**src/ghbdc_pkg.sv**
```systemverilog
`timescale 1ns / 1ps
`default_nettype none
package ghbdc_pkg;

	localparam int unsigned MAX_RESULTS = 4;
	localparam int unsigned PC_INDEX_BITS = 8;

	typedef struct packed {
		logic [63:0] access_address;
		logic [7:0]  pc_index;
		logic [4:0]  mshr_occupancy;
	} ghbdc_in_t;

	typedef struct packed {
		logic [63:0] prefetch_address;
		logic        fill_into_l2;
		logic        last_of_run;
	} ghbdc_out_t;

	localparam logic CFG_PREFETCH_DEGREE = 1'b0;
	localparam logic CFG_MSHR_THRESHOLD  = 1'b1;

	// Commands from the controller to the datapath.
	typedef struct packed {
		logic capture;    // latch the input item
		logic lookup;     // read the PC table and the predecessor address
		logic append;     // write the new history entry
		logic walk_read;  // issue a read of the current chain entry
		logic walk_step;  // consume the entry that was read
		logic replay;     // build the next prefetch address
		logic out_load;   // move it into the output register
	} ghbdc_cmd_t;

	typedef struct packed {
		logic walk_done;   // chain ended, bound reached or pattern matched
		logic found;       // a match with at least one delta to replay
		logic replay_more; // more deltas and degree remain
	} ghbdc_sts_t;

endpackage
`default_nettype wire

```
**src/ghbdc_ctrl.sv**
```systemverilog
`timescale 1ns / 1ps
`default_nettype none
module ghbdc_ctrl
	import ghbdc_pkg::*;
(
	input  wire logic clk,
	input  wire logic arst_n,
	input  wire logic in_valid,
	output logic      in_stall,
	output logic      out_valid,
	input  wire logic out_stall,
	input  wire ghbdc_sts_t sts,
	output ghbdc_cmd_t cmd
);
	localparam logic [2:0] ST_IDLE = 3'd0;
	localparam logic [2:0] ST_LOOK = 3'd1;
	localparam logic [2:0] ST_APND = 3'd2;
	localparam logic [2:0] ST_READ = 3'd3;
	localparam logic [2:0] ST_STEP = 3'd4;
	localparam logic [2:0] ST_PLAY = 3'd5;
	localparam logic [2:0] ST_LOAD = 3'd6;
	localparam logic [2:0] ST_OUT  = 3'd7;

	logic [2:0] state_q, state_d;
	logic ptr_wait_q;

	assign in_stall = state_q != ST_IDLE;
	assign out_valid = state_q == ST_OUT;

	always_comb begin
		cmd = '0;
		state_d = state_q;
		unique case (state_q)
			ST_IDLE: begin
				if (in_valid) begin
					cmd.capture = 1'b1;
					state_d = ST_LOOK;
				end
			end
			ST_LOOK: begin
				// The PC table read is registered after pc_q is captured, so lookup waits for ptr_wait_q.
				if (ptr_wait_q) begin
					cmd.lookup = 1'b1;
					state_d = ST_APND;
				end
			end
			ST_APND: begin
				cmd.append = 1'b1;
				state_d = ST_READ;
			end
			ST_READ: begin
				cmd.walk_read = 1'b1;
				state_d = ST_STEP;
			end
			ST_STEP: begin
				if (sts.walk_done) begin
					state_d = sts.found ? ST_PLAY : ST_IDLE;
				end else begin
					cmd.walk_step = 1'b1;
					state_d = ST_READ;
				end
			end
			ST_PLAY: begin
				cmd.replay = 1'b1;
				state_d = ST_LOAD;
			end
			ST_LOAD: begin
				cmd.out_load = 1'b1;
				state_d = ST_OUT;
			end
			default: begin
				if (!out_stall) begin
					state_d = sts.replay_more ? ST_PLAY : ST_IDLE;
				end
			end
		endcase
	end

	always_ff @(posedge clk or negedge arst_n) begin
		if (!arst_n) begin
			state_q <= ST_IDLE;
			ptr_wait_q <= 1'b0;
		end else begin
			state_q <= state_d;
			ptr_wait_q <= state_q == ST_LOOK && !ptr_wait_q;
		end
	end
endmodule
`default_nettype wire

```
**config.mk**
```make
export PLATFORM = sky130hd
export DESIGN_NAME = ghbdc_ctrl
export DESIGN_NICKNAME = d
export VERILOG_FILES = /design/src/ghbdc_pkg.sv /design/src/ghbdc_ctrl.sv
export SDC_FILE = /design/constraint.sdc
export NUM_CORES = 1
export LEC_CHECK = 0
export ABC_AREA = 1
export BUFFER_PORTS_ARGS = -buffer_cell sky130_fd_sc_hd__buf_2
export CAP_MARGIN = 20
export CELL_PAD_IN_SITES_DETAIL_PLACEMENT = 0
export CELL_PAD_IN_SITES_GLOBAL_PLACEMENT = 2
export CORE_MARGIN = 4
export CORE_UTILIZATION = 22
export CTS_BUF_LIST = sky130_fd_sc_hd__clkbuf_8
export DETAILED_ROUTE_END_ITERATION = 10
export PLACE_DENSITY = 0.85
export REMOVE_ABC_BUFFERS = 1
export SYNTH_ARGS = -nofsm -noshare
export SYNTH_HDL_FRONTEND = slang
export SYNTH_SLANG_ARGS = --single-unit
```
**constraint.sdc**
```tcl
create_clock -name clk -period 1.7 [get_ports clk]
set_input_delay 0.085 -clock clk [delete_from_list [all_inputs] [get_ports clk]]
set_output_delay 0.085 -clock clk [all_outputs]
set_load 0.02 [all_outputs]
```
# Word-level counts from Yosys, hierarchy flattened
# Cells that the tools add are included.
dict set report op_classes {
  n_eq_ne 10
  n_mux 17
  reduce_logical 5
}
# op n
set op_table {}
lappend op_table {{3-bit one-hot mux with 7 select lines} 1}
lappend op_table {{3-bit 2-to-1 mux} 6}
lappend op_table {{3-bit equality test, second input constant} 4}
lappend op_table {{1-bit 2-to-1 mux} 10}
lappend op_table {{8-bit by 1-bit != test with 1-bit output, second input constant} 1}
lappend op_table {{3-bit by 2-bit equality test with 1-bit output, second input constant} 2}
lappend op_table {{2-bit != test, second input constant} 2}
lappend op_table {{3-bit by 1-bit equality test with 1-bit output, second input constant} 1}
lappend op_table {{3-bit zero test} 1}
lappend op_table {{3-bit AND reduction} 1}
lappend op_table {{3-bit nonzero test} 1}
lappend op_table {{1-bit logical AND} 1}
lappend op_table {{1-bit zero test} 1}
dict set report totals {
  register_bits 4
  input_bits 7
  out_inout_bits 9
}

# Depth between registers and ports, before layout
# Gate-level depths: netlist (run 1).
dict set report depth {
  depth_word 3
  mapped_depth 7
  ltp_nobuf 6
}

# Least setup slack after synthesis (run 1)
# OpenSTA, ideal clock, no wires.
dict set report synth_path {
  path_kind {reg-to-output}
  startpoint {register state_q[1]}
  endpoint {output port cmd[2] (netlist name)}
  arrival_ps 1229
  required_time_ps 1615
  slack_ps 386
  stages_incl_launch_ff 3
  n_path_buf 1
  cell_sequence {dfrtp_1 > buf_2 > nor4_1}
}
# item line
set synth_rtl {}
lappend synth_rtl {{start, declared} ghbdc_ctrl.sv:24} ;# logic [2:0] state_q, state_d;
lappend synth_rtl {{start signal, assigned} ghbdc_ctrl.sv:84} ;# state_q <= state_d;
lappend synth_rtl {{end, declared} ghbdc_ctrl.sv:13} ;# output ghbdc_cmd_t cmd

==> results of run 1 <==
==> cells by family (layout without fill, tap and decap cells) <==
kind of cell | Yosys count | count (layout) | synth area share (%)
DFF | 4 | 4 | 33.61
AOI/OAI and AO/OA | 3 | 3 | 5.041
buffers and inverters | 9 | 27 | 11.76
and+or+nand+nor | 31 | 31 | 49.58
==> area by class of cell <==
class | instances | area, um2
multi-input combinational | 34 | 162.7
tap | 14 | 17.52
timing repair buffer | 16 | 85.08
inverter | 8 | 30.03
clock buffer | 3 | 41.29
sequential | 4 | 100.1
fill | 138 | 749.5
==> what timing repair did <==
| action | CTS | global route |
|---|---|---|
| hold buffers | 1 | 0 |
| endpoints found under the setup margin | 0 | 0 |
| endpoints found under the hold margin | 4 | 0 |
==> flip-flops by register name, indices dropped and copies added (netlist names) <==
register and cells:
ptr_wait_q 1, state_q 3
==> layer usage <==
metal | wire length [um] | part of all wire, %
met3 | 70 | 9.2
met1 | 323 | 43
met5 | 0 | 0
met4 | 27 | 3.6
met2 | 335 | 44
==> cells in the mapped netlist <==
cell type / count
nand3_1: 4
nand4_1: 1
buf_2: 1
o21ai_1: 2
nor4_1: 2
nor2_1: 5
dfrtp_1: 4
nor2_4: 1
a21oi_1: 1
nand2_1: 12
inv_2: 2
inv_1: 6
nor2_2: 2
nor3_1: 3
nand2_2: 1
==> through the flow <==
stage,hold slack [ps],power [mW],setup slack (ps),util [%]
finish,202.3,0.9046,390.3,36.81
detailed placement,-111.2,0.7108,580.2,32.49
global route,208.3,0.9941,279.4,36.81
global placement,-110.0,0.7247,561.0,32.49
CTS,204.9,0.9149,384.1,36.81
floorplan,-210.6,0.5739,415.0,-
==> worst max path at each step <==
stage               slack (ps)  startpoint  cells after the start          to
floorplan                  420  state_q[0]                      2      cmd[5]
global placement           560  state_q[1]                      6  state_q[2]
detailed placement         580  state_q[1]                      4  state_q[1]
CTS                        380  state_q[1]                      4      cmd[6]
global route               280  state_q[1]                      4      cmd[6]
finish                     390  state_q[1]                      4      cmd[6]
==> report_power, final <==
group	internal, mW	switching [mW]
clock	0.151	0.0466
combinational	0.161	0.317
sequential	0.146	0.0826
total	0.458	0.447
==> results.sh, run 1 <==
export IMPL_report_final_slew_viol_count=0
export IMPL_wl_per_cell_um=9.582
export IMPL_rsz0062_at_grt="no"
export IMPL_power_density_nw_per_um2=2072
export IMPL_met3_usage_pct=2.789
export IMPL_cp_slowest_stage_delay_ps=470
export IMPL_clock_skew_ps=2.813
export IMPL_syn_cell_area_um2=297.8
export IMPL_critPathMaxFanout=9
export IMPL_final_common_cell="buf_2"
export IMPL_grt_antenna_before_repair=0
export IMPL_min_period_over_period_pct=77.04
export IMPL_gr_total_overflow=0
export IMPL_drive_gt1_share_pct=36.92
export IMPL_outcome="completed"
export IMPL_clockRootBuffer="clkbuf_8"
export IMPL_clkLatencyLatePin_ps=220
export IMPL_fin_crit_ps=1310
export IMPL_wirelength_um=757
export IMPL_synthCells=47
export IMPL_cts_path_max_buffers=2
export IMPL_hp_class="input pin to asynchronous set/reset pin"
export IMPL_r2r_end="state_q[1]"
export IMPL_die_area_um2=2006
export IMPL_finish_instance_area_um2=436.7
export IMPL_crit_chain="nor2_2 > nand2_1 > nor2_1 > buf_2"
export IMPL_synthTopCellsByArea="dfrtp_1 34%, nand2_1 15%, inv_1 7.6%"
export IMPL_synth_distinct_cells=15
export IMPL_layout_cells_non_filler=79
export IMPL_hpwl_um=595.4
export IMPL_cts_made_buffers=3
export IMPL_reg2reg_depth=4
export IMPL_placed_area_um2=385.4
export IMPL_total_leakage_power_nw=0.2589
export IMPL_use_met1_pct=9.286
export IMPL_ant_nets=0
export IMPL_cts_htree_levels=1
export IMPL_via_per_inst=4.405
export IMPL_first_pass_iters=4
export IMPL_post_cts_repair_setup_buffers=0
export IMPL_relSlewSlack_pct=80.85
export IMPL_clock_fmax_ghz=0.7635
export IMPL_synth_area_per_cell_um2=6.336
export IMPL_ff2ff_setup_slack_ps=580
export IMPL_boundaryPins=16
export IMPL_core_area_um2=1186
export IMPL_synth_top_area_share_pct=33.61
export IMPL_ir_worst_vdd_mv=0.5236
export IMPL_die_h_um=44.79
export IMPL_routabilityCongestion=0.7867
export IMPL_worstSetupEndpointType="primary output"
export IMPL_gr_usage_met2_pct=13.47
export IMPL_synth_top_area_cell="dfrtp_1"
export IMPL_syn_to_final_growth_pct=46.64
export IMPL_most_common_layout_cells="15 x buf_2, 12 x nand2_1, 6 x inv_1"
export IMPL_path_class="register to primary output"
export IMPL_num_rows=12
export IMPL_top_usage_layer="met2"
export IMPL_grt_pass1_vias=341
export IMPL_drt_iter0_markers=8
export IMPL_critPathSlowestCell="dfrtp_1"
export IMPL_grt_max_degree=10
export IMPL_tightest_slew_ps=287.2
export IMPL_grtUsageTotal_pct=9.299
export IMPL_post_cts_resized=0
export IMPL_report_final_hold_viol_count=0
export IMPL_drc_errors=0
export IMPL_yosys_warnings=0
export IMPL_critPathTopFamily="flip-flops"
export IMPL_yosys_register_bits=4
export IMPL_grt_pass1_wl_mm=1.276
export IMPL_tns_ps=0
export IMPL_worstPathRequired_ps=1620
export IMPL_die_width_um=44.79
export IMPL_fin_nets=74
export IMPL_yosysSeqAreaShare_pct=33.61
export IMPL_cts_tree="built"
export IMPL_cts_sinks=4
export IMPL_portBuffers=15
export IMPL_clk_pin_slew_ps=30
export IMPL_finalSetupViolCount=0
export IMPL_r2r_start="state_q[1]"
export IMPL_startpoint_type="register"
export IMPL_cp_num_buf_inv=1
export IMPL_diodes=0
export IMPL_crit_arrival_ps=1220
export IMPL_vias=348
export IMPL_initial_core_util_pct=25.11
export IMPL_drv_cap=0
export IMPL_dp_cells=75
No activity file was read; power rests on OpenSTA's default activity.
==> run 2: changes to the inputs <==
--- a/config.mk
+++ b/config.mk
@@ -5,16 +5,16 @@
 export SDC_FILE = /design/constraint.sdc
 export NUM_CORES = 1
 export LEC_CHECK = 0
-export ABC_AREA = 1
+export ABC_AREA = 0
 export BUFFER_PORTS_ARGS = -buffer_cell sky130_fd_sc_hd__buf_2
 export CAP_MARGIN = 20
 export CELL_PAD_IN_SITES_DETAIL_PLACEMENT = 0
 export CELL_PAD_IN_SITES_GLOBAL_PLACEMENT = 2
 export CORE_MARGIN = 4
-export CORE_UTILIZATION = 22
+export CORE_UTILIZATION = 24
 export CTS_BUF_LIST = sky130_fd_sc_hd__clkbuf_8
 export DETAILED_ROUTE_END_ITERATION = 10
-export PLACE_DENSITY = 0.85
+export PLACE_DENSITY = 0.8
 export REMOVE_ABC_BUFFERS = 1
 export SYNTH_ARGS = -nofsm -noshare
 export SYNTH_HDL_FRONTEND = slang
==> constraint.sdc (replaced) <==
create_clock -name clk -period 1.22 [get_ports clk]
set_input_delay 0.061 -clock clk [delete_from_list [all_inputs] [get_ports clk]]
set_output_delay 0.061 -clock clk [all_outputs]
set_load 0.02 [all_outputs]
==> results.sh, run 2 <==
export IMPL_outcome="complete, but fails checks"
export IMPL_violations="setup timing"
export IMPL_core_area_um2=1186
export IMPL_hp_class="input pin to register"
export IMPL_cp_num_buf_inv=1
export IMPL_clkLatencyLatePin_ps=220
export IMPL_final_common_cell="buf_4"
export IMPL_routabilityCongestion=0.6840
export IMPL_cts_made_buffers=3
export IMPL_p_switching_mw=0.6283
export IMPL_min_period_over_period_pct=107.8
export IMPL_cts_htree_levels=1
export IMPL_fillers=119
export IMPL_portBuffers=15
export IMPL_yosys_warnings=0
export IMPL_multiInputGateArea_um2=221.5
export IMPL_gr_total_overflow=0
export IMPL_ir_worst_vdd_mv=1.062
export IMPL_cp_slowest_stage_delay_ps=420
export IMPL_startpoint_type="register"
export IMPL_path_class="register to primary output"
export IMPL_seqPwrFrac_pct=18.8
export IMPL_seq_area_um2=102.6
export IMPL_syn_cell_area_um2=322.8
export IMPL_drive_gt1_share_pct=62.30
export IMPL_regMostFlops="state_q"
export IMPL_drt_iter0_markers=6
export IMPL_grt_pass1_vias=336
export IMPL_vias=345
export IMPL_drv_cap=0
export IMPL_crit_chain="or3_4 > nor2_4 > buf_6"
export IMPL_relSlewSlack_pct=87.01
export IMPL_cts_path_max_buffers=2
export IMPL_grt_antenna_before_repair=0
export IMPL_clock_skew_ps=3.371
export IMPL_reg_largest_list="state_q x3, ptr_wait_q x1"
export IMPL_via_per_inst=4.600
export IMPL_synthTopCellsByArea="dfrtp_1 31%, nor4b_2 9.3%, buf_6 7.0%"
export IMPL_tightest_slew_ps=192.1
export IMPL_die_area_um2=1996
export IMPL_crit_arrival_ps=1250
export IMPL_synth_async_sr_flop_share_pct=100.0
export IMPL_synth_area_per_cell_um2=9.223
export IMPL_initial_core_util_pct=27.22
export IMPL_finish_instance_area_um2=578.1
export IMPL_worstSetupEndpointType="primary output"
export IMPL_fin_crit_ps=1315
export IMPL_largest_reg_flops=3
export IMPL_drc_errors=0
export IMPL_num_rows=12
export IMPL_placed_area_um2=432.9
export IMPL_fin_nets=70
export IMPL_hpwl_um=617.1
export IMPL_critPathTopFamily="simple AND/OR/NAND/NOR gates"
export IMPL_critPathMaxFanout=4
export IMPL_die_width_um=44.68
export IMPL_power_share_switching_pct=39.72
export IMPL_diodes=0
export IMPL_clk_pin_slew_ps=30
export IMPL_worstPathRequired_ps=1160
export IMPL_wl_per_cell_um=12.40
export IMPL_critical_path_depth=3
export IMPL_power_density_nw_per_um2=2736
export IMPL_place_ws_ps=30.92
export IMPL_report_final_slew_viol_count=0
export IMPL_wirelength_um=930
export IMPL_yosysSeqAreaShare_pct=31.01
export IMPL_synth_edf_count=0
export IMPL_report_final_hold_viol_count=0
export IMPL_synth_top_area_cell="dfrtp_1"
export IMPL_pwr_share_comb_pct=63.8
export IMPL_internal_power_mw=0.9533
export IMPL_boundaryPins=16
export IMPL_syn_to_final_growth_pct=79.07
export IMPL_grt_max_degree=7
export IMPL_holdWs_ps=151.4
export IMPL_hold_depth=3
export IMPL_yosys_register_bits=4
export IMPL_ff2ff_setup_slack_ps=70
export IMPL_ant_nets=0
export IMPL_grtUsageTotal_pct=10.55
export IMPL_grt_pass1_wl_mm=1.462
export IMPL_critPathSlowestCell="or3_4"
export IMPL_synth_top_area_share_pct=31.01
export IMPL_most_common_layout_cells="10 x buf_4, 9 x buf_2, 5 x buf_6"
export IMPL_finalSetupViolCount=6
export IMPL_clock_fmax_ghz=0.7607
export IMPL_setup_ws_ps=-94.61
export IMPL_first_pass_iters=4
export IMPL_synth_common_cells="4 x dfrtp_1, 4 x nand2_1, 4 x nor2_1"
export IMPL_reg2reg_depth=4
export IMPL_synth_distinct_cells=23
export IMPL_synthCells=35
export IMPL_tns_ps=-390.1
export IMPL_clockRootBuffer="clkbuf_8"
export IMPL_cts_sinks=4
export IMPL_die_h_um=44.68
export IMPL_cts_tree="built"
export IMPL_clkPwrFrac_pct=17.3
export IMPL_synthFlopType="dfrtp_1"
export IMPL_total_leakage_power_nw=0.2817
export IMPL_rsz0062_at_grt="yes"
[run 2: cell types whose count changed in the layout (fill, tap and decap cells not counted), sizes merged, moves of 2 or more]
| cell | change |
|---|---|
| nand2 | -9 |
| and3b | +2 |
| buf | +9 |
| nor2 | -4 |
| nor4 | -2 |
| nor3 | -2 |
| nand3 | -4 |
| inv | -7 |
| nor4b | +2 |
[run 2: metal layers]
layer	share of wire, %	wire length, um	vias up	global-route usage, %
li1	-	-	180	-
met1	45	415	152	12.47
met2	47	438	11	14.90
met3	5.2	48	2	1.220
met4	2.9	27	0	12.65
met5	0	0	-	0
[run 2: final cells by class]
type                    count  share of cell area [%]
inverters                   1                  0.6494
multi-input cells          27                   38.31
well taps                  14                   3.030
flip-flops and latches      4                   17.75
clock buffers               3                   7.143
repair buffers             26                   33.12
[run 2: path summary, 6_finish.rpt]
path	startpoint	end
worst max register to register	state_q[2]	state_q[0]
worst max-delay path	state_q[1]	cmd[6]
worst min-delay path	out_stall	state_q[1]
worst min register to register	ptr_wait_q	ptr_wait_q
max in group asynchronous	arst_n	state_q[2]
min in group asynchronous	arst_n	state_q[1]
[run 2: cells by family after synthesis]
family | count (synthesis) | synth area share, %
AND/OR/NAND/NOR | 18 | 36.44
buffers and inverters | 4 | 9.687
flip-flops | 4 | 31.01
AO/OA/AOI/OAI | 9 | 22.87
[run 2: power by group through the flow]
stage               clock [mW]  sequential (mW)  combinational, mW
floorplan                    0            0.339              0.395
global placement             0            0.318              0.740
detailed placement           0            0.312              0.738
CTS                      0.286            0.285              0.844
global route             0.296            0.306               1.09
finish                   0.274            0.298               1.01
[run 2: through the flow]
stage                     power, mW  utilization [%]  std cells
after floorplan              0.7343                -         32
after global placement        1.057            36.50         67
after detailed placement      1.049            36.50         67
after CTS                     1.415            43.14         73
after global routing          1.693            48.73         75
final                         1.582            48.73         75
[run 2: worst min-delay path: cells and delay by family]
family / cells / cell delay [ps]
AOI/OAI and AO/OA: 1 / 80
buffers and inverters: 1 / 110
and+or+nand+nor: 1 / 60
[run 2: what timing repair did]
action	in CTS	in global routing
setup endpoints to repair	9	9
pin swaps	1	2
buffers inserted	2	2
hold buffers	1	0
gates resized for setup	5	15
endpoints found under the hold margin	4	0
